[config.mk]
export PLATFORM = sky130hd
export DESIGN_NAME = double_ended_queue
export DESIGN_NICKNAME = d
export VERILOG_FILES = /design/src/rtl/dq_pkg.sv /design/src/rtl/dq_ram.sv /design/src/rtl/dq_ctrl.sv /design/src/rtl/dq_dp.sv /design/src/rtl/double_ended_queue.sv
export SDC_FILE = /design/constraint.sdc
export NUM_CORES = 1
export LEC_CHECK = 0
export BUFFER_PORTS_ARGS = -buffer_cell sky130_fd_sc_hd__buf_2
export CORE_ASPECT_RATIO = 1.5
export CORE_MARGIN = 8
export CORE_UTILIZATION = 30
export CTS_CLUSTER_DIAMETER = 120
export DETAILED_ROUTE_END_ITERATION = 7
export PLACE_DENSITY_LB_ADDON = 0.2
export SKIP_CTS_REPAIR_TIMING = 1
export SLEW_MARGIN = 25
export SYNTH_ARGS = -nofsm -noshare
export SYNTH_HDL_FRONTEND = slang
export SYNTH_SLANG_ARGS = --single-unit
[constraint.sdc]
create_clock -name clock -period 5.9 [get_ports clock]
set_input_delay 0 -clock clock [delete_from_list [all_inputs] [get_ports clock]]
set_output_delay 0 -clock clock [all_outputs]
set_load 0.05 [all_outputs]
[src/rtl/dq_pkg.sv]
// types, constants and helpers shared by the double-ended queue modules
`default_nettype none

package dq_pkg;

   localparam int DEPTH      = 8;
   localparam int DATA_WIDTH = 32;
   localparam int PTR_W      = $clog2(DEPTH);
   localparam int CNT_W      = $clog2(DEPTH + 1);
   localparam int SUM_W      = PTR_W + 1;

   localparam logic [2:0] CMD_PUSH_FRONT = 3'd0;
   localparam logic [2:0] CMD_PUSH_BACK  = 3'd1;
   localparam logic [2:0] CMD_POP_FRONT  = 3'd2;
   localparam logic [2:0] CMD_POP_BACK   = 3'd3;
   localparam logic [2:0] CMD_READ_ALL   = 3'd4;

   localparam logic [1:0] STATUS_OK    = 2'd0;
   localparam logic [1:0] STATUS_FULL  = 2'd1;
   localparam logic [1:0] STATUS_EMPTY = 2'd2;

   typedef struct packed {
      logic [2:0]                   cmd;
      logic signed [DATA_WIDTH-1:0] value;
   } req_type;

   typedef struct packed {
      logic [1:0]                   status;
      logic signed [DATA_WIDTH-1:0] data;
      logic                         last;
   } rsp_type;

   typedef enum logic [1:0] {
      ST_IDLE,
      ST_POP,
      ST_WALK
   } state_type;

   // controller to datapath
   typedef struct packed {
      logic       push_front;
      logic       push_back;
      logic       pop_front;
      logic       pop_back;
      logic       walk_start;
      logic       walk_step;
      logic       rsp_load;
      logic       rsp_from_ram;
      logic [1:0] rsp_status;
      logic       rsp_last;
   } ctl_type;

   // datapath to controller
   typedef struct packed {
      logic full;
      logic empty;
      logic walk_last;
   } sts_type;

   // reduce a slot number below 2*DEPTH into the buffer range
   function automatic logic [PTR_W-1:0] wrap_slot(input logic [SUM_W-1:0] sum);
      logic [SUM_W-1:0] red;
      red = (sum >= SUM_W'(DEPTH)) ? sum - SUM_W'(DEPTH) : sum;
      return red[PTR_W-1:0];
   endfunction

endpackage

`default_nettype wire

[src/rtl/dq_ram.sv]
// generic single-port ram with registered read
`default_nettype none

module dq_ram #(
   parameter int WIDTH = 32,
   parameter int DEPTH = 8
) (
   input  wire logic                     clock,
   input  wire logic                     we,
   input  wire logic [$clog2(DEPTH)-1:0] addr,
   input  wire logic [WIDTH-1:0]         wdata,
   output logic      [WIDTH-1:0]         rdata
);

   logic [WIDTH-1:0] mem_ff [DEPTH];
   logic [WIDTH-1:0] rdata_ff;

   always_ff @(posedge clock) begin
      if (we) begin
         mem_ff[addr] <= wdata;
      end
      rdata_ff <= mem_ff[addr];
   end

   assign rdata = rdata_ff;

endmodule

`default_nettype wire

[src/rtl/dq_ctrl.sv]
// command decoder and sequencing state machine of the queue
`default_nettype none

module dq_ctrl
   import dq_pkg::*;
(
   input  wire logic       clock,
   input  wire logic       reset,
   input  wire logic       start,
   input  wire logic [2:0] cmd,
   input  wire sts_type    sts,
   output ctl_type         ctl,
   output logic            busy
);

   state_type state_ff;
   state_type state_in;

   always_ff @(posedge clock) begin
      if (reset) begin
         state_ff <= ST_IDLE;
      end else begin
         state_ff <= state_in;
      end
   end

   always_comb begin
      state_in       = state_ff;
      ctl            = '0;
      ctl.rsp_status = STATUS_OK;
      busy           = (state_ff != ST_IDLE);
      unique case (state_ff)
         ST_IDLE: begin
            if (start) begin
               unique case (cmd)
                  CMD_PUSH_FRONT, CMD_PUSH_BACK: begin
                     ctl.rsp_load = 1'b1;
                     ctl.rsp_last = 1'b1;
                     if (sts.full) begin
                        ctl.rsp_status = STATUS_FULL;
                     end else begin
                        ctl.push_front = (cmd == CMD_PUSH_FRONT);
                        ctl.push_back  = (cmd == CMD_PUSH_BACK);
                     end
                  end
                  CMD_POP_FRONT, CMD_POP_BACK: begin
                     if (sts.empty) begin
                        ctl.rsp_load   = 1'b1;
                        ctl.rsp_last   = 1'b1;
                        ctl.rsp_status = STATUS_EMPTY;
                     end else begin
                        ctl.pop_front = (cmd == CMD_POP_FRONT);
                        ctl.pop_back  = (cmd == CMD_POP_BACK);
                        state_in      = ST_POP;
                     end
                  end
                  CMD_READ_ALL: begin
                     if (sts.empty) begin
                        ctl.rsp_load   = 1'b1;
                        ctl.rsp_last   = 1'b1;
                        ctl.rsp_status = STATUS_EMPTY;
                     end else begin
                        ctl.walk_start = 1'b1;
                        state_in       = ST_WALK;
                     end
                  end
                  default: begin
                     // unknown commands are dropped without a result
                  end
               endcase
            end
         end
         ST_POP: begin
            ctl.rsp_load     = 1'b1;
            ctl.rsp_from_ram = 1'b1;
            ctl.rsp_last     = 1'b1;
            state_in         = ST_IDLE;
         end
         ST_WALK: begin
            ctl.rsp_load     = 1'b1;
            ctl.rsp_from_ram = 1'b1;
            ctl.rsp_last     = sts.walk_last;
            if (sts.walk_last) begin
               state_in = ST_IDLE;
            end else begin
               ctl.walk_step = 1'b1;
            end
         end
         default: begin
            state_in = ST_IDLE;
         end
      endcase
   end

endmodule

`default_nettype wire

[src/rtl/dq_dp.sv]
// pointers, occupancy, entry storage and result register of the queue
`default_nettype none

module dq_dp
   import dq_pkg::*;
(
   input  wire logic                  clock,
   input  wire logic                  reset,
   input  wire ctl_type               ctl,
   input  wire logic [DATA_WIDTH-1:0] push_value,
   output sts_type                    sts,
   output logic                       rsp_strobe,
   output rsp_type                    rsp_item
);

   logic [PTR_W-1:0]      head_ff, head_in;
   logic [CNT_W-1:0]      occ_ff, occ_in;
   logic [PTR_W-1:0]      walk_ff, walk_in;
   logic                  rsp_strobe_ff;
   rsp_type               rsp_ff;

   logic [PTR_W-1:0]      head_dec, head_inc;
   logic [PTR_W-1:0]      occ_off, occ_m1_off, walk_nxt;
   logic [CNT_W-1:0]      occ_m1;
   logic [PTR_W-1:0]      back_slot, tail_slot, walk_slot;
   logic [PTR_W-1:0]      ram_addr;
   logic                  ram_we;
   logic [DATA_WIDTH-1:0] ram_rdata;

   assign head_dec   = (head_ff == '0) ? PTR_W'(DEPTH - 1) : head_ff - 1'b1;
   assign head_inc   = (head_ff == PTR_W'(DEPTH - 1)) ? '0 : head_ff + 1'b1;
   // offsets below DEPTH only: occ_off is used when not full, occ_m1 when not empty
   assign occ_off    = occ_ff[PTR_W-1:0];
   assign occ_m1     = occ_ff - 1'b1;
   assign occ_m1_off = occ_m1[PTR_W-1:0];
   assign walk_nxt   = walk_ff + 1'b1;

   assign back_slot = wrap_slot({1'b0, head_ff} + {1'b0, occ_off});
   assign tail_slot = wrap_slot({1'b0, head_ff} + {1'b0, occ_m1_off});
   assign walk_slot = wrap_slot({1'b0, head_ff} + {1'b0, walk_nxt});

   assign sts.full      = (occ_ff == CNT_W'(DEPTH));
   assign sts.empty     = (occ_ff == '0);
   assign sts.walk_last = ((CNT_W'(walk_ff) + CNT_W'(1)) == occ_ff);

   always_comb begin
      priority if (ctl.push_front) begin
         ram_addr = head_dec;
      end else if (ctl.push_back) begin
         ram_addr = back_slot;
      end else if (ctl.pop_back) begin
         ram_addr = tail_slot;
      end else if (ctl.walk_step) begin
         ram_addr = walk_slot;
      end else begin
         // pop front and start of read-out both address the head
         ram_addr = head_ff;
      end
   end

   assign ram_we = ctl.push_front | ctl.push_back;

   dq_ram #(
      .WIDTH (DATA_WIDTH),
      .DEPTH (DEPTH)
   ) u_ram (
      .clock (clock),
      .we    (ram_we),
      .addr  (ram_addr),
      .wdata (push_value),
      .rdata (ram_rdata)
   );

   always_comb begin
      head_in = head_ff;
      occ_in  = occ_ff;
      walk_in = walk_ff;
      if (ctl.push_front) begin
         head_in = head_dec;
      end
      if (ctl.pop_front) begin
         head_in = head_inc;
      end
      if (ram_we) begin
         occ_in = occ_ff + 1'b1;
      end
      if (ctl.pop_front || ctl.pop_back) begin
         occ_in = occ_m1;
      end
      if (ctl.walk_start) begin
         walk_in = '0;
      end
      if (ctl.walk_step) begin
         walk_in = walk_nxt;
      end
   end

   always_ff @(posedge clock) begin
      if (reset) begin
         head_ff       <= '0;
         occ_ff        <= '0;
         rsp_strobe_ff <= 1'b0;
      end else begin
         head_ff       <= head_in;
         occ_ff        <= occ_in;
         rsp_strobe_ff <= ctl.rsp_load;
      end
   end

   always_ff @(posedge clock) begin
      walk_ff <= walk_in;
      if (ctl.rsp_load) begin
         rsp_ff.status <= ctl.rsp_status;
         rsp_ff.data   <= ctl.rsp_from_ram ? ram_rdata : '0;
         rsp_ff.last   <= ctl.rsp_last;
      end
   end

   assign rsp_strobe = rsp_strobe_ff;
   assign rsp_item   = rsp_ff;

endmodule

`default_nettype wire

[src/rtl/double_ended_queue.sv]
// top level of the bounded double-ended queue of signed words
//
// Commands enter on req_item and are taken at a clock edge with start high
// and busy low: push front, push back, pop front, pop back, read all.
// Results leave on rsp_item, each valid for exactly one cycle while
// rsp_strobe is high; the receiver cannot stall this channel, so every
// result must be taken in the cycle it is shown.
// Pushes and refused commands give their single result in the cycle after the
// transfer and the next command may follow in that same cycle.
// A pop gives its word through the registered ram read and then the result
// register; busy stays high meanwhile, so the next command waits until it is shown.
// A read-out of N entries gives one result per cycle once the first entry is
// read from ram, with last set on the final one; busy stays high until that
// final result is shown.
// Codes 5 to 7 give no result and leave the queue as it was.
// Synchronous reset empties the queue, drops any command at work and
// clears the result strobe; entry storage is not cleared.
`default_nettype none

module double_ended_queue
   import dq_pkg::*;
(
   input  wire logic    clock,
   input  wire logic    reset,
   input  wire logic    start,
   output logic         busy,
   input  wire req_type req_item,
   output logic         rsp_strobe,
   output rsp_type      rsp_item
);

   ctl_type ctl;
   sts_type sts;

   dq_ctrl u_ctrl (
      .clock (clock),
      .reset (reset),
      .start (start),
      .cmd   (req_item.cmd),
      .sts   (sts),
      .ctl   (ctl),
      .busy  (busy)
   );

   dq_dp u_dp (
      .clock      (clock),
      .reset      (reset),
      .ctl        (ctl),
      .push_value (req_item.value),
      .sts        (sts),
      .rsp_strobe (rsp_strobe),
      .rsp_item   (rsp_item)
   );

`ifndef SYNTHESIS
   // an unknown command gives no result and leaves the block free
   a_unknown_silent: assert property (@(posedge clock) disable iff (reset)
      (start && !busy && (req_item.cmd > CMD_READ_ALL)) |=> (!rsp_strobe && !busy))
      else $error("unknown command produced a result or held busy");

   // refused commands always end their item
   a_error_last: assert property (@(posedge clock) disable iff (reset)
      (rsp_strobe && (rsp_item.status != STATUS_OK)) |-> rsp_item.last)
      else $error("error result without last");

   // busy drops exactly as the final result of an item is shown
   a_busy_end: assert property (@(posedge clock) disable iff (reset)
      $fell(busy) |-> (rsp_strobe && rsp_item.last))
      else $error("busy fell without final result");

   // a read-out result that is not the final one comes while the walk runs
   a_walk_busy: assert property (@(posedge clock) disable iff (reset)
      (rsp_strobe && !rsp_item.last) |-> busy)
      else $error("intermediate result while idle");

   a_full_empty: assert property (@(posedge clock) disable iff (reset)
      !(sts.full && sts.empty))
      else $error("queue both full and empty");
`endif

endmodule

`default_nettype wire

Word level (Yosys, flattened, before mapping):

Memory sizes are Yosys's and may differ from the RTL's. A register that Yosys moved wholly into a read port is not among the register bits.
Cells that the tools add are included.

* input port bits: 38
* register bits after elaboration: 48
* output and inout bits: 37
* memories kept: 1
* bits in writable memories: 256

Memories
* u_dp.u_ram.mem_ff: depth 8, width 32, rd ports 1, clocked after memory_dff 1, wr ports 1, line dq_ram.sv:15 `logic [WIDTH-1:0] mem_ff [DEPTH];`

* $lt $le $gt $ge: 3
* add/subtract/negate cells: 12
* bitwise operators: 1
* eq/ne operators: 14
* muxes and demuxes: 43
* reductions and logical operators: 15

Operators with widths (number)
* $mux 3: 14
* $mux 2: 8
* $add 3x3->4: 3
* $ge 4x4->1 const B: 3
* $sub 3x1->3 const B: 4
* $mux 1: 11
* $mux 5: 2
* $ne 3x3->1 const B: 3
* $mux 4: 2
* $pmux 2 s2: 2
* $reduce_bool 2->1: 4
* $add 3x1->3 const B: 2
* $eq 3x2->1 const B: 2
* $eq 3x3->1 const B: 2
* $logic_not 3->1: 2
* $pmux 3 s2: 1
* $reduce_or 2->1: 3
* $reduce_and 5->1: 1
* $add 3x1->4 const B: 1
* $add 4x1->4 const B: 1
* $eq 4x4->1: 1
* $eq 4x4->1 const B: 1
* $logic_not 4->1: 1
* $pmux 1 s2: 2
* 12 further kinds: 12

Logic depth before layout (Yosys ltp):

* depth in word-level cells: 8
* depth in mapped cells: 13
* depth with buffers taken out: 11

Cells and area by module:

Synthesis repeated with hierarchy kept, for this count alone.

* cell total of the unflattened synthesis: 676
* area, all modules: 13058.8 um2

By module, submodules not included
* dq_ram: seq. area each 8328.0 um2, area each 10500.1 um2, cells an instance 453, instances 1
* dq_dp: seq. area each 1301.2 um2, area each 2259.7 um2, cells an instance 184, instances 1
* dq_ctrl: seq. area each 40.0 um2, area each 299.0 um2, cells an instance 39, instances 1

Worst setup path after synthesis:

Ideal clock, no wire load.

* path type: register to register
* start: register u_dp.head_ff[0]
* end: memory u_dp.u_ram.mem_ff[2][0], enable pin
* period minus slack after synthesis: 5.078 ns
* data arrival time: 4.617 ns
* buffers on the path: 2
* required time: 5.439 ns
* setup slack: 0.822 ns
* cell stages (with the launch flop): 11
* cells stage by stage: dfxtp_1 ha_1 fa_1 xor3_1 a2111oi_4 nor3_1 mux2i_1 nand2_2 buf_4 buf_2 nor3_1

* longest elaborated chain between the ends: 7
* elaborated cells between the ends (all ways): 19
* classes of those cells: add/sub: 7; order compare: 3; mux: 8; reduce/logical: 1

RTL lines
* from (decl): line dq_dp.sv:16 `logic [PTR_W-1:0] head_ff, head_in;`
* from (signal assigned): line dq_dp.sv:104 `head_ff <= head_in;`
* $add 3x3->4: line dq_dp.sv:40 `assign walk_slot = wrap_slot({1'b0, head_ff} + {1'b0, walk_nxt});`
* $ge 4x4->1 / $sub 3x1->3 (equally long branches): line dq_pkg.sv:63 `red = (sum >= SUM_W'(DEPTH)) ? sum - SUM_W'(DEPTH) : sum;`
* $mux 3: line dq_pkg.sv:63
* $mux 3: line dq_dp.sv:53 `end else if (ctl.walk_step) begin`
* $mux 3: line dq_dp.sv:51 `end else if (ctl.pop_back) begin`
* $mux 3: line dq_dp.sv:49 `end else if (ctl.push_back) begin`
* $mux 3 (*): line dq_dp.sv:47 `priority if (ctl.push_front) begin`
* to (decl): line dq_ram.sv:15

Mark *: on every way between the ends. The rest lies on a longest branch, timed or not.

Final worst setup path:

* start: register u_dp.head_ff[0]
* end: memory u_dp.u_ram.mem_ff[1][27], enable pin

Same word-level chain as after synthesis.

==> flow_summary.yaml <==
run_status:
  outcome: "completed"
clock_network:
  cts_sinks: 336
  worstSkewPairLatency_ns: 0.51
  h-tree-depth: 2
  root_buffer: "clkbuf_16"
  cts.clk_slew.worst_paths_ns: 0.06
  cts_buffers: 35
  cts_tree: "built"
  clock_path_buffers: 3
grt:
  grt_pass1_vias: 7453
  grt_first_pass_wirelength_um: 45700
  grt_max_degree: 55
  grt.overflow.total: 0
  grt_antenna_before_repair: 1
  track_usage_pct: 11.6
timing:
  finalSetupViolations: 0
  finalHoldViolCount: 0
  fin_tns_setup_ns: 0
  min_period_ns: 4.11
  timing.fmax_mhz: 243
  rsz0062_at_grt: "no"
  slew_headroom_pct: 37.0
  finalMaxSlewViolations: 0
  tightestPinTransition_ns: 0.943
  period_share_pct: 69.7
  clock-skew-final_ns: 0.0102
yosys:
  syn_inst: 802
  synthXorXnorAreaFrac_pct: 0.879
  syn_area_per_cell_um2: 16.5
  netlist_top_cells_area: "edfxtp_1, mux2i_1, dfxtp_1"
  ys_seq_elements: 336
  synth_cell_type_count: 58
  yosysWarnings: 0
  synth.area.mux_share_pct: 7.41
  synth_top_area_share_pct: 66.7
  async_flop_share_pct: 0
  synthFlopType: "edfxtp_1"
  synth-edff-count: 294
  synth_largest_area_cell: "edfxtp_1"
  synth_fa_ha_area_share_pct: 1.78
  synth.yosys.seq_area_share_pct: 73.0
  synth_compound_area_share_pct: 7.96
  synth-simple-area-share_pct: 6.78
  syn-num-nets: 857
  synth_area_um2: 13200
  synth_top_family_by_area: "compound AO/OA/AOI/OAI gates"
worst_setup_path:
  r2r.worst_path.cells: 9
  rrSetupSlack_ns: 1.79
  end_kind: "register"
  critPathLaunchType: "register"
  crit_type: "reg2reg"
  worstPathMaxFanout: 54
  cp.required_ns: 6.10
  worstPathArrival_ns: 4.31
  r2r-end: "u_dp.u_ram.mem_ff[1][27]"
  r2r_start: "u_dp.head_ff[0]"
place:
  gp_congestion: 0.745
  portBuffers: 74
  dp_hpwl_um: 17600
floorplan:
  die_area_um2: 51300
  core_area_um2: 43800
  die_w_um: 188
  rows: 94
  chipHeight_um: 273
  io_pins: 75
  initial_core_util_pct: 30.3
route:
  firstDrtPassIters: 4
  drc: 0
  vias_per_cell: 4.66
  drt-initial-drc-count: 346
  wire_per_inst_um: 19.8
  postRouteWirelength_um: 30200
  num_vias: 7123
  ant_nets: 0
final_layout:
  area_growth_pct: 19.0
  layout_common_cells: "edfxtp_1, mux2i_1, nand2_1"
  nets: 980
  layout_commonest_cell: "edfxtp_1"
  final_layout_size_suffix_gt1_share_pct: 20.3
power:
  powerDensity_nw_per_um2: 397
  max-vdd-ir-drop_v: 0.000167
  total_power_w: 0.00625
  p_leak_nw: 5.23
hold_path:
  hp-class: "in2reg"
  min_from: "start"
  hold_depth: 3
  hold-path-endpoint: "u_dp.rsp_item[33]"
job:
  maxCapViolations: 0
-- cells in the mapped netlist (all sizes together) (2+ instances only) --
| cell | instances |
|---|---|
| a2111oi | 2 |
| a211oi | 2 |
| a21o | 3 |
| a21oi | 11 |
| a221oi | 32 |
| a22oi | 2 |
| a31oi | 2 |
| a32o | 31 |
| a32oi | 2 |
| and2 | 34 |
| and3 | 6 |
| buf | 21 |
| clkbuf | 18 |
| dfxtp | 42 |
| edfxtp | 294 |
| fa | 3 |
| ha | 14 |
| inv | 13 |
| mux2i | 98 |
| nand2 | 87 |
| nand2b | 2 |
| nand3 | 9 |
| nand3b | 2 |
| nor2 | 25 |
| nor3 | 11 |
| nor3b | 2 |
| nor4 | 2 |
| o21ai | 7 |
| xnor2 | 3 |
| xor2 | 5 |
-- cell type report --
cell class                      count  area, um^2
Fill cell                        4196       28000
Sequential cell                   336        9670
Multi-Input combinational cell    414        3380
Clock buffer                       43         958
Timing Repair Buffer              125         841
Tap cell                          576         721
Clock inverter                     20         135
Inverter                           13        48.8
Antenna cell                        1        2.50
-- where the power goes --
part	leakage, nW	switching (W)	internal, W
logic	1.68	0.000891	0.000356
clock network	0.528	0.000910	0.00120
registers	3.03	0.0000608	0.00283
total	5.23	0.00186	0.00439
-- how the worst max path moves through the flow --
stage / startpoint / to / slack (ns) / depth (start not counted)
floorplan: u_dp.head_ff[0] / u_dp.u_ram.mem_ff[2][0] / 0.82 / 10
global placement: u_dp.occ_ff[0] / u_dp.u_ram.mem_ff[1][1] / 1.83 / 9
detailed placement: u_dp.head_ff[0] / u_dp.u_ram.mem_ff[1][2] / 1.70 / 9
CTS: u_dp.head_ff[0] / u_dp.u_ram.mem_ff[1][7] / 1.70 / 9
global route: u_dp.head_ff[0] / u_dp.u_ram.mem_ff[1][2] / 1.56 / 9
finish: u_dp.head_ff[0] / u_dp.u_ram.mem_ff[1][27] / 1.79 / 9
-- routing by layer --
layer | wire, um | up-vias | GRT usage, %
met5 | 0 | - | 0
met4 | 655 | 0 | 3.72
met3 | 1100 | 49 | 2.23
met2 | 16000 | 129 | 21.5
met1 | 12400 | 3598 | 13.2
li1 | - | 3347 | -
-- per-stage QoR --
stage               utilization (%)  instances  cell area (um^2)  hold slack [ns]  setup WS (ns)
finish                         36.0       1528             15800           0.0191           1.79
global route                   36.0       1527             15800          0.00878           1.56
CTS                            35.2       1492             15400           -0.258           1.70
detailed placement             32.7       1429             14300            0.286           1.70
global placement               32.7       1429             14300            0.278           1.83
floorplan                         -        802             13200           0.0989          0.822
-- sequential cells by signal (all words and copies together), names as in the netlist --
signal,flops
u_dp.u_ram.mem_ff,256
u_dp.walk_ff,3
u_dp.occ_ff,4
u_ctrl.state_ff,2
u_dp.head_ff,3
u_dp.rsp_strobe,1
u_dp.u_ram.rdata,32
u_dp.rsp_item,35
-- worst max-delay path, cell delays in order, from the launching register on --
cell and delay [ns]:
dfxtp_1 0.39, ha_1 0.24, fa_1 0.47, xor3_1 0.25, a2111oi_4 0.37, nor3_1 0.10, mux2i_1 0.46, nand2_8 0.41
nor2_4 0.70, buf_4 0.39
-- cell families (layout without fill, tap and decap cells) --
kind of cell	count (synthesis)	in the layout
and+or+nand+nor	188	188
muxes	98	98
other	0	1
xor gates and xnor gates	10	10
AOI/OAI and AO/OA	101	101
buffers and inverters	52	201
DFF	336	336
adders and majority gates	17	17
(Power assumes the default switching activity.)
